$ cat config.mk
export PLATFORM = sky130hd
export DESIGN_NAME = uart_link_frame_parser
export DESIGN_NICKNAME = d
export VERILOG_FILES = /design/src/hdl/ulfp_pkg.sv /design/src/hdl/uart_link_frame_parser.sv /design/src/hdl/ulfp_cfg.sv /design/src/hdl/ulfp_parser.sv
export VERILOG_INCLUDE_DIRS = /design/src /design/src/hdl
export SDC_FILE = /design/constraint.sdc
export NUM_CORES = 1
export LEC_CHECK = 0
export ABC_AREA = 1
export BUFFER_PORTS_ARGS = -buffer_cell sky130_fd_sc_hd__buf_2
export CORE_AREA = 2 2 230 175
export DETAILED_ROUTE_END_ITERATION = 16
export DIE_AREA = 0 0 232 177
export GPL_TIMING_DRIVEN = 0
export HOLD_SLACK_MARGIN = 0.1
export PLACE_DENSITY_LB_ADDON = 0.15
export SLEW_MARGIN = 20
export SYNTH_ARGS = -nofsm -noshare
export SYNTH_HDL_FRONTEND = slang
export SYNTH_SLANG_ARGS = --single-unit
$ cat constraint.sdc
create_clock -name clk_i -period 7.35 [get_ports clk_i]
set_input_delay 0 -clock clk_i [delete_from_list [all_inputs] [get_ports clk_i]]
set_output_delay 0 -clock clk_i [all_outputs]
set_load 0.05 [all_outputs]
$ cat src/hdl/uart_link_frame_parser_assert.svh
// Assertion macros for the frame parser.
`ifndef UART_LINK_FRAME_PARSER_ASSERT_SVH
`define UART_LINK_FRAME_PARSER_ASSERT_SVH

// checked only out of reset
`define ULFP_ASSERT(lbl, prop, msg) \
  lbl: assert property (@(posedge clk_i) disable iff (!rst_ni) prop) \
    else $error(msg);

// checked at every edge, reset included
`define ULFP_ASSERT_ALWAYS(lbl, prop, msg) \
  lbl: assert property (@(posedge clk_i) prop) \
    else $error(msg);

`endif

$ cat src/hdl/ulfp_pkg.sv
`timescale 1ns / 1ps

package ulfp_pkg;

  localparam int unsigned SyncLen    = 8;
  localparam int unsigned SyncPosW   = 3;
  localparam int unsigned MacLen     = 6;
  localparam int unsigned SsidLen    = 32;
  localparam int unsigned SsidPosW   = 6;
  localparam int unsigned OldFwLimit = 10;

  localparam int unsigned CfgIdxW  = 3;
  localparam int unsigned CfgDataW = 64;

  localparam logic [CfgIdxW-1:0] CfgSyncPattern    = 3'd0;
  localparam logic [CfgIdxW-1:0] CfgTypeDeviceInfo = 3'd1;
  localparam logic [CfgIdxW-1:0] CfgTypePacket     = 3'd2;
  localparam logic [CfgIdxW-1:0] CfgTypeScanEntry  = 3'd3;
  localparam logic [CfgIdxW-1:0] CfgTypeScanCount  = 3'd4;
  localparam logic [CfgIdxW-1:0] CfgExpectedVer    = 3'd5;

  localparam logic [3:0] EvNone     = 4'd0;
  localparam logic [3:0] EvUnknown  = 4'd1;
  localparam logic [3:0] EvDevInfo  = 4'd2;
  localparam logic [3:0] EvLink     = 4'd3;
  localparam logic [3:0] EvApCount  = 4'd4;
  localparam logic [3:0] EvSsidByte = 4'd5;
  localparam logic [3:0] EvApEnd    = 4'd6;
  localparam logic [3:0] EvPayload  = 4'd7;
  localparam logic [3:0] EvPong     = 4'd8;

  typedef struct packed {
    logic [63:0] sync_pattern;
    logic [7:0]  type_device_info;
    logic [7:0]  type_packet;
    logic [7:0]  type_scan_entry;
    logic [7:0]  type_scan_count;
    logic [7:0]  expected_version;
  } cfg_t;

  typedef struct packed {
    logic       cmd;
    logic [7:0] rx_byte;
  } in_t;

  typedef struct packed {
    logic [3:0]        event_res;
    logic [7:0]        data_byte;
    logic              last;
    logic [47:0]       mac_address;
    logic [7:0]        fw_ver;
    logic              version_ok;
    logic              link_up;
    logic signed [7:0] rssi_dbm;
    logic [7:0]        ap_num;
    logic [7:0]        ap_total;
    logic              needs_password;
  } out_t;

endpackage

$ cat src/hdl/uart_link_frame_parser.sv
// Channel  Direction  Handshake                 Beat
// in       input      in_valid_i / in_stall_o   in_data_i  (cmd, rx_byte)
// out      output     out_valid_o / out_stall_i out_data_o (one result per input beat)
// cfg      input      cfg_we_i                  cfg_idx_i, cfg_wdata_i
//
// One input beat per cycle while in_stall_o is low; results go to out_q or skid_q.
// Rate is set by the parser state registers and the two-entry output buffer.
// in_stall_o comes only from the skid entry flop, so there is no stall path
// from out_stall_i to in_stall_o. Under output stall one extra beat is absorbed.
// rst_ni is asynchronous, active low; parser and config return to reset values.
`timescale 1ns / 1ps
`include "uart_link_frame_parser_assert.svh"

module uart_link_frame_parser (
  input  logic                          clk_i,
  input  logic                          rst_ni,
  input  logic                          in_valid_i,
  output logic                          in_stall_o,
  input  ulfp_pkg::in_t                 in_data_i,
  output logic                          out_valid_o,
  input  logic                          out_stall_i,
  output ulfp_pkg::out_t                out_data_o,
  input  logic                          cfg_we_i,
  input  logic [ulfp_pkg::CfgIdxW-1:0]  cfg_idx_i,
  input  logic [ulfp_pkg::CfgDataW-1:0] cfg_wdata_i
);
  import ulfp_pkg::*;

  cfg_t cfg;
  out_t res;
  logic in_acc;
  logic out_pop;
  logic out_free;

  logic out_valid_q, out_valid_d;
  logic skid_valid_q, skid_valid_d;
  out_t out_q;
  out_t skid_q;

  ulfp_cfg u_cfg (
    .clk_i       (clk_i),
    .rst_ni      (rst_ni),
    .cfg_we_i    (cfg_we_i),
    .cfg_idx_i   (cfg_idx_i),
    .cfg_wdata_i (cfg_wdata_i),
    .cfg_o       (cfg)
  );

  ulfp_parser u_parser (
    .clk_i  (clk_i),
    .rst_ni (rst_ni),
    .cfg_i  (cfg),
    .step_i (in_acc),
    .item_i (in_data_i),
    .res_o  (res)
  );

  assign in_stall_o = skid_valid_q;
  assign in_acc     = in_valid_i && !skid_valid_q;
  assign out_pop    = out_valid_q && !out_stall_i;
  assign out_free   = out_pop || !out_valid_q;

  always_comb begin
    out_valid_d  = out_valid_q;
    skid_valid_d = skid_valid_q;
    if (out_free) begin
      if (skid_valid_q) begin
        out_valid_d  = 1'b1;
        skid_valid_d = 1'b0;
      end else begin
        out_valid_d = in_acc;
      end
    end else if (in_acc) begin
      skid_valid_d = 1'b1;
    end
  end

  always_ff @(posedge clk_i or negedge rst_ni) begin
    if (!rst_ni) begin
      out_valid_q  <= 1'b0;
      skid_valid_q <= 1'b0;
    end else begin
      out_valid_q  <= out_valid_d;
      skid_valid_q <= skid_valid_d;
    end
  end

  always_ff @(posedge clk_i) begin
    if (out_free) begin
      out_q <= skid_valid_q ? skid_q : res;
    end
    if (!out_free && in_acc) begin
      skid_q <= res;
    end
  end

  assign out_valid_o = out_valid_q;
  assign out_data_o  = out_q;

  `ULFP_ASSERT_ALWAYS(a_skid_implies_out, skid_valid_q |-> out_valid_q, "skid full with output empty")
  `ULFP_ASSERT(a_stalled_beat_to_skid, (in_acc && out_valid_q && out_stall_i) |=> skid_valid_q, "beat lost under stall")
  `ULFP_ASSERT(a_skid_drains, (skid_valid_q && !out_stall_i) |=> (out_valid_q && !skid_valid_q), "skid beat not moved to output")

endmodule

$ cat src/hdl/ulfp_cfg.sv
`timescale 1ns / 1ps

module ulfp_cfg (
  input  logic                          clk_i,
  input  logic                          rst_ni,
  input  logic                          cfg_we_i,
  input  logic [ulfp_pkg::CfgIdxW-1:0]  cfg_idx_i,
  input  logic [ulfp_pkg::CfgDataW-1:0] cfg_wdata_i,
  output ulfp_pkg::cfg_t                cfg_o
);
  import ulfp_pkg::*;

  cfg_t cfg_q;
  cfg_t cfg_d;

  always_comb begin
    cfg_d = cfg_q;
    if (cfg_we_i) begin
      case (cfg_idx_i)
        CfgSyncPattern:    cfg_d.sync_pattern     = cfg_wdata_i;
        CfgTypeDeviceInfo: cfg_d.type_device_info = cfg_wdata_i[7:0];
        CfgTypePacket:     cfg_d.type_packet      = cfg_wdata_i[7:0];
        CfgTypeScanEntry:  cfg_d.type_scan_entry  = cfg_wdata_i[7:0];
        CfgTypeScanCount:  cfg_d.type_scan_count  = cfg_wdata_i[7:0];
        CfgExpectedVer:    cfg_d.expected_version = cfg_wdata_i[7:0];
        default:           cfg_d = cfg_q;
      endcase
    end
  end

  always_ff @(posedge clk_i or negedge rst_ni) begin
    if (!rst_ni) begin
      cfg_q.sync_pattern     <= '0;
      cfg_q.type_device_info <= 8'd1;
      cfg_q.type_packet      <= 8'd2;
      cfg_q.type_scan_entry  <= 8'd3;
      cfg_q.type_scan_count  <= 8'd4;
      cfg_q.expected_version <= 8'd0;
    end else begin
      cfg_q <= cfg_d;
    end
  end

  assign cfg_o = cfg_q;

endmodule

$ cat src/hdl/ulfp_parser.sv
`timescale 1ns / 1ps

module ulfp_parser (
  input  logic           clk_i,
  input  logic           rst_ni,
  input  ulfp_pkg::cfg_t cfg_i,
  input  logic           step_i,
  input  ulfp_pkg::in_t  item_i,
  output ulfp_pkg::out_t res_o
);
  import ulfp_pkg::*;

  typedef enum logic [7:0] {
    PhHunt    = 8'b0000_0001,
    PhType    = 8'b0000_0010,
    PhParam   = 8'b0000_0100,
    PhLenHi   = 8'b0000_1000,
    PhLenLo   = 8'b0001_0000,
    PhMac     = 8'b0010_0000,
    PhAp      = 8'b0100_0000,
    PhPayload = 8'b1000_0000
  } phase_e;

  typedef enum logic [2:0] {
    KindNone      = 3'd0,
    KindDev       = 3'd1,
    KindPkt       = 3'd2,
    KindScanEntry = 3'd3,
    KindScanCount = 3'd4
  } kind_e;

  function automatic kind_e kind_of(logic [7:0] t, cfg_t c);
    kind_e k;
    if (t == c.type_device_info)     k = KindDev;
    else if (t == c.type_packet)     k = KindPkt;
    else if (t == c.type_scan_entry) k = KindScanEntry;
    else if (t == c.type_scan_count) k = KindScanCount;
    else                             k = KindNone;
    return k;
  endfunction

  phase_e              phase_q, phase_d;
  logic [SyncPosW-1:0] sync_pos_q, sync_pos_d;
  logic [7:0]          frame_type_q, frame_type_d;
  logic [15:0]         frame_length_q, frame_length_d;
  logic [15:0]         byte_count_q, byte_count_d;
  logic [47:0]         mac_q, mac_d;
  logic [7:0]          version_q, version_d;
  logic [7:0]          ap_slot_q, ap_slot_d;
  logic [SsidPosW-1:0] ssid_pos_q, ssid_pos_d;

  logic [7:0]  b;
  logic [7:0]  sync_byte;
  logic [15:0] byte_count_inc;
  logic [15:0] length_full;
  kind_e       kind_rx;
  kind_e       kind_frame;
  out_t        res;

  assign b              = item_i.rx_byte;
  assign sync_byte      = cfg_i.sync_pattern[{sync_pos_q, 3'b000} +: 8];
  assign byte_count_inc = byte_count_q + 16'd1;
  assign length_full    = {frame_length_q[15:8], b};
  assign kind_rx        = kind_of(b, cfg_i);
  assign kind_frame     = kind_of(frame_type_q, cfg_i);

  always_comb begin
    phase_d        = phase_q;
    sync_pos_d     = sync_pos_q;
    frame_type_d   = frame_type_q;
    frame_length_d = frame_length_q;
    byte_count_d   = byte_count_q;
    mac_d          = mac_q;
    version_d      = version_q;
    ap_slot_d      = ap_slot_q;
    ssid_pos_d     = ssid_pos_q;
    res            = '0;

    if (item_i.cmd) begin
      phase_d        = PhHunt;
      sync_pos_d     = '0;
      byte_count_d   = '0;
      ssid_pos_d     = '0;
      frame_length_d = '0;
    end else begin
      case (phase_q)
        PhType: begin
          frame_type_d = b;
          if (kind_rx == KindNone) begin
            res.event_res = EvUnknown;
            phase_d       = PhHunt;
          end else begin
            phase_d = PhParam;
          end
        end
        PhParam: begin
          phase_d = PhLenHi;
          case (kind_frame)
            KindDev: begin
              version_d = b;
              if (b < 8'(OldFwLimit)) begin
                res.event_res   = EvDevInfo;
                res.mac_address = mac_q;
                res.fw_ver      = b;
                res.version_ok  = (b == cfg_i.expected_version);
                phase_d         = PhHunt;
              end
            end
            KindPkt: begin
              res.event_res = EvLink;
              res.link_up   = (b != 8'd0);
              res.rssi_dbm  = b[7] ? $signed(b) : 8'sd0;
            end
            KindScanEntry: ap_slot_d = b;
            KindScanCount: begin
              res.event_res = EvApCount;
              res.ap_total  = b;
            end
            default: phase_d = PhHunt;
          endcase
        end
        PhLenHi: begin
          frame_length_d = {b, 8'd0};
          phase_d        = PhLenLo;
        end
        PhLenLo: begin
          frame_length_d = length_full;
          byte_count_d   = '0;
          ssid_pos_d     = '0;
          if (kind_frame == KindDev) begin
            phase_d = PhMac;
          end else if (kind_frame == KindScanEntry) begin
            phase_d = PhAp;
          end else if (kind_frame == KindPkt && length_full != 16'd0) begin
            phase_d = PhPayload;
          end else begin
            if (kind_frame == KindPkt) begin
              res.event_res = EvPong;
            end
            phase_d = PhHunt;
          end
        end
        PhMac: begin
          mac_d        = {mac_q[39:0], b};
          byte_count_d = byte_count_inc;
          if (byte_count_inc >= 16'(MacLen)) begin
            byte_count_d    = '0;
            res.event_res   = EvDevInfo;
            res.mac_address = {mac_q[39:0], b};
            res.fw_ver      = version_q;
            res.version_ok  = (version_q == cfg_i.expected_version);
            phase_d         = PhHunt;
          end
        end
        PhAp: begin
          res.ap_num = ap_slot_q;
          if (ssid_pos_q < SsidPosW'(SsidLen)) begin
            res.event_res = EvSsidByte;
            res.data_byte = b;
            ssid_pos_d    = ssid_pos_q + 1'b1;
          end else begin
            res.event_res      = EvApEnd;
            res.last           = 1'b1;
            res.needs_password = (b != 8'd0);
            ssid_pos_d         = '0;
            phase_d            = PhHunt;
          end
        end
        PhPayload: begin
          res.event_res = EvPayload;
          res.data_byte = b;
          byte_count_d  = byte_count_inc;
          if (byte_count_inc >= frame_length_q) begin
            res.last     = 1'b1;
            byte_count_d = '0;
            phase_d      = PhHunt;
          end
        end
        default: begin
          phase_d = PhHunt;
          if (b == sync_byte) begin
            sync_pos_d = sync_pos_q + 1'b1;
            if (sync_pos_q == SyncPosW'(SyncLen - 1)) begin
              sync_pos_d = '0;
              phase_d    = PhType;
            end
          end else begin
            sync_pos_d = '0;
          end
        end
      endcase
    end
  end

  always_ff @(posedge clk_i or negedge rst_ni) begin
    if (!rst_ni) begin
      phase_q        <= PhHunt;
      sync_pos_q     <= '0;
      frame_type_q   <= '0;
      frame_length_q <= '0;
      byte_count_q   <= '0;
      mac_q          <= '0;
      version_q      <= '0;
      ap_slot_q      <= '0;
      ssid_pos_q     <= '0;
    end else if (step_i) begin
      phase_q        <= phase_d;
      sync_pos_q     <= sync_pos_d;
      frame_type_q   <= frame_type_d;
      frame_length_q <= frame_length_d;
      byte_count_q   <= byte_count_d;
      mac_q          <= mac_d;
      version_q      <= version_d;
      ap_slot_q      <= ap_slot_d;
      ssid_pos_q     <= ssid_pos_d;
    end
  end

  assign res_o = res;

endmodule
==> results.py <==
metrics = {
    "logic_synthesis": {
        "synthDominantAreaCellType": "sky130_fd_sc_hd__edfxtp_1",
        "yosysUniqueCellTypes": 43,
        "synthesis.yosys.warnings": 0,
        "synth_edf_count": 192,
        "synth_cells": 2346,
        "yosysTopAreaCellShare_pct": 27.8,
        "synth_seq_cells": 419,
        "netlist_top_cells_area": "sky130_fd_sc_hd__edfxtp_1 28%, sky130_fd_sc_hd__dfrtp_1 27%, sky130_fd_sc_hd__nand2_1 13%, sky130_fd_sc_hd__nand3_1 4.3%, sky130_fd_sc_hd__nor2_1 4.3%",
        "syn_nets": 2447,
        "synth.yosys.seq_area_share_pct": 55.1,
        "async_reset_ff_share_pct": 54.2,
        "dominantRegCellSynth": "sky130_fd_sc_hd__dfrtp_1",
        "synthesis.area_per_instance_um2": 8.85,
        "netlist_area_um2": 20800,
    },
    "floorplanning": {
        "pin_count": 179,
        "fp.dieArea_um2": 41100,
        "die-width_um": 232,
        "initial_utilization_pct": 53.2,
        "core_area_um2": 39000,
        "fp-row-count": 63,
        "floorplan.die.height_um": 177,
    },
    "clock_network": {
        "tritoncts": "yes",
        "worst_skew_pair_later_pin_latency_ns": 0.56,
        "clkSinkCount": 419,
        "ctsHtreeMaxLevel": 2,
        "postCtsSetupRepairBufs": 0,
        "clock_tree.root_cell": "sky130_fd_sc_hd__clkbuf_16",
        "clkSlewWorstSetupHoldPaths_ns": 0.07,
        "ctsLongestPathBuffers": 3,
        "tritoncts.num_buffers": 43,
    },
    "critical_path": {
        "arrival_ns": 3.50,
        "regToRegEndpoint": "u_parser.mac_q[36]",
        "critPathRequiredTime_ns": 7.80,
        "crit_slowest_cell": "sky130_fd_sc_hd__clkbuf_1",
        "critical_path_class": "reg -> reg",
        "reg2reg_from": "in_stall_o",
        "critical-path-top-delay-family": "buffers and inverters",
        "critical_path.startpoint": "in_stall_o",
        "start_kind": "flip-flop",
        "end_kind": "flip-flop",
        "ff2ff_path_depth": 8,
        "cp.buffers_inverters": 4,
        "crit_chain": "clkbuf_1, inv_2, nand2_1, nor2_1, nand2_1, buf_2, buf_2, mux2_2",
        "critical_path.max_stage_delay_ns": 0.55,
        "worst-r2r-setup-slack_ns": 4.30,
        "highest_net_fanout_along_the_worst_path": 10,
    },
    "min_path": {
        "hold-path-cell-count": 3,
        "min_path_type": "in -> reg",
        "hold_end": "u_parser.ap_slot_q[3]",
        "hp-start": "in_data_i[3]",
    },
    "sta": {
        "final.setup.worst_slack_ns": 4.30,
        "max_clock_freq_mhz": 328,
        "pin_slew_with_the_least_headroom_to_its_limit_ns": 0.859,
        "hold_slack_ns": 0.148,
        "timing.final.crit_period_ns": 3.05,
        "finalClockSkew_ns": 0.0186,
        "grt_setup_unrepaired": "no",
        "setup-violations-final": 0,
        "final_number_of_max_transition_violations": 0,
        "slew_headroom_pct": 42.7,
        "final.period_utilization_pct": 41.5,
        "final-hold-violation-count": 0,
    },
    "drt": {
        "route.detailed.wl_per_inst_um": 18.1,
        "postRouteAntennaNets": 0,
        "drc": 0,
        "drt_wl_total_um": 58300,
        "first_iter_violations": 1679,
        "vias": 17700,
        "vias_per_cell": 5.51,
        "detail_route.first_pass.iterations": 5,
    },
    "power": {
        "power.density_cell_area_nw_per_um2": 238,
        "leakage_component_of_the_power_nw": 11.5,
        "irDropWorstVdd_mv": 0.170,
    },
    "placement": {
        "globalplace.congestion": 0.925,
        "port_buffers": 175,
        "dp_hpwl_um": 40500,
        "dp_slack_ns": 4.34,
    },
    "run": {
        "timing.max_cap.violations": 0,
    },
    "layout": {
        "fraction_of_final_layout_cells_sized_beyond_drive_strength_1_pct": 15.8,
        "areaGrowthSynthToFinish_pct": 19.2,
        "nNetsFinal": 2759,
        "insertedDiodeCount": 0,
    },
    "global_routing": {
        "pin_count_of_the_biggest_net_entering_global_routing": 100,
        "grt_first_pass_wirelength_um": 91400,
        "groute.usage.overall_pct": 28.7,
        "grt_remaining_overflow": 0,
        "initial_antenna_violation_count": 0,
        "via_count_of_the_first_global_routing_pass": 16900,
    },
    "status": {
        "run_status": "completed",
    },
}
## flip-flops by register name, indices dropped and copies added (netlist names), 6 cells and up
register                 flops
out_data_o                  96
skid_q                      96
u_cfg.cfg_o                104
u_parser.ap_slot_q           8
u_parser.byte_count_q       16
u_parser.frame_length_q     16
u_parser.frame_type_q        8
u_parser.mac_q              48
u_parser.phase_q             8
u_parser.ssid_pos_q          6
u_parser.version_q           8
## layout by cell type (no fill, tap or decap), types with 2 or more instances in the layout
| master | count |
|---|---|
| sky130_fd_sc_hd__a21oi_1 | 98 |
| sky130_fd_sc_hd__buf_1 | 13 |
| sky130_fd_sc_hd__buf_16 | 6 |
| sky130_fd_sc_hd__buf_2 | 197 |
| sky130_fd_sc_hd__buf_6 | 6 |
| sky130_fd_sc_hd__bufinv_16 | 2 |
| sky130_fd_sc_hd__clkbuf_1 | 79 |
| sky130_fd_sc_hd__clkbuf_16 | 46 |
| sky130_fd_sc_hd__clkbuf_8 | 5 |
| sky130_fd_sc_hd__clkinv_1 | 5 |
| sky130_fd_sc_hd__clkinv_2 | 8 |
| sky130_fd_sc_hd__dfrtp_1 | 221 |
| sky130_fd_sc_hd__dfstp_2 | 6 |
| sky130_fd_sc_hd__dlygate4sd3_1 | 85 |
| sky130_fd_sc_hd__edfxtp_1 | 192 |
| sky130_fd_sc_hd__ha_1 | 20 |
| sky130_fd_sc_hd__inv_1 | 174 |
| sky130_fd_sc_hd__inv_2 | 10 |
| sky130_fd_sc_hd__mux2_2 | 75 |
| sky130_fd_sc_hd__nand2_1 | 732 |
| sky130_fd_sc_hd__nand2_2 | 7 |
| sky130_fd_sc_hd__nand3_1 | 179 |
| sky130_fd_sc_hd__nand3_2 | 32 |
| sky130_fd_sc_hd__nand3b_1 | 2 |
| sky130_fd_sc_hd__nand4_1 | 45 |
| sky130_fd_sc_hd__nor2_1 | 237 |
| sky130_fd_sc_hd__nor2_2 | 4 |
| sky130_fd_sc_hd__nor2_4 | 6 |
| sky130_fd_sc_hd__nor3_1 | 3 |
| sky130_fd_sc_hd__nor4_1 | 3 |
| sky130_fd_sc_hd__o211ai_1 | 5 |
| sky130_fd_sc_hd__o21ai_0 | 109 |
| sky130_fd_sc_hd__o21bai_1 | 2 |
| sky130_fd_sc_hd__o22ai_1 | 7 |
| sky130_fd_sc_hd__xnor2_1 | 26 |
| sky130_fd_sc_hd__xor2_1 | 25 |
## metal layers
| metal | share of wire, % | up-vias | track usage [%] |
|---|---|---|---|
| met5 | 0 | - | 0 |
| met4 | 2.7 | 0 | 9.24 |
| met3 | 9.0 | 116 | 5.43 |
| met2 | 44 | 800 | 43.2 |
| met1 | 44 | 8449 | 41.9 |
| li1 | - | 8322 | - |
## worst reg2reg max path, stage by stage, from the launching register on
cell and delay (ns):
sky130_fd_sc_hd__dfrtp_1 0.38, sky130_fd_sc_hd__clkbuf_1 0.55, sky130_fd_sc_hd__inv_2 0.20, sky130_fd_sc_hd__nand2_1 0.33, sky130_fd_sc_hd__nor2_1 0.21, sky130_fd_sc_hd__nand2_1 0.22, sky130_fd_sc_hd__buf_2 0.31, sky130_fd_sc_hd__buf_2 0.35
sky130_fd_sc_hd__mux2_2 0.39
## metrics by stage
stage	TNS (ns)	area [µm²]	cells	power (mW)	utilization, %
floorplan	0	20800	2346	3.40	-
global placement	-136.87	22300	3041	3.65	57.1
detailed placement	0	22500	3047	3.68	57.6
CTS	0	24800	3211	5.88	63.5
global route	0	24800	3211	6.10	63.5
finish	0	24800	3211	5.88	63.5
## synth_stat cells (all sizes together) (6+ instances only)
cell type / n
nand2: 741
nor2: 247
dfrtp: 221
nand3: 212
edfxtp: 192
inv: 184
o21ai: 111
a21oi: 100
mux2: 75
clkbuf: 67
nand4: 46
buf: 43
xnor2: 26
xor2: 25
ha: 20
o22ai: 7
dfstp: 6
## where the power goes
part           internal [mW]  switching [mW]
registers               2.66           0.108
clock network           1.27           0.926
logic                  0.294           0.630
total                   4.22            1.66
## worst max-delay path by stage
stage | endpoint | cells past startpoint | slack [ns]
2_1_floorplan | skid_q[0] | 2 | 0.69
3_3_place_gp | skid_q[48] | 2 | -1.44
3_5_place_dp | u_parser.mac_q[41] | 8 | 4.34
4_1_cts | u_parser.mac_q[36] | 8 | 4.33
5_1_grt | u_parser.mac_q[1] | 9 | 4.22
6_report | u_parser.mac_q[36] | 8 | 4.30
## cell type report
cell class	instances	area, µm²
Fill cell	3196	14300
Inverter	188	706
Sequential cell	419	11500
Multi-Input combinational cell	1629	8140
Timing Repair Buffer	267	1920
Clock inverter	14	129
Tap cell	520	651
Clock buffer	64	1270
Buffer	110	492
## timing repair
| item | in CTS | in global routing |
|---|---|---|
| hold buffers | 86 | 0 |
| endpoints found under the hold margin | 348 | 0 |
| gates resized for setup | 0 | 0 |
## kinds of logic after synthesis
family          Yosys count  synth area share, %
compound gates          226                 5.71
simple gates           1257                 26.0
flops                   419                 55.1
xor+xnor                 51                 2.15
buf+inv                 298                 5.77
fa+ha+maj                20                 1.20
mux                      75                 4.07
(Power assumes the default switching activity.)
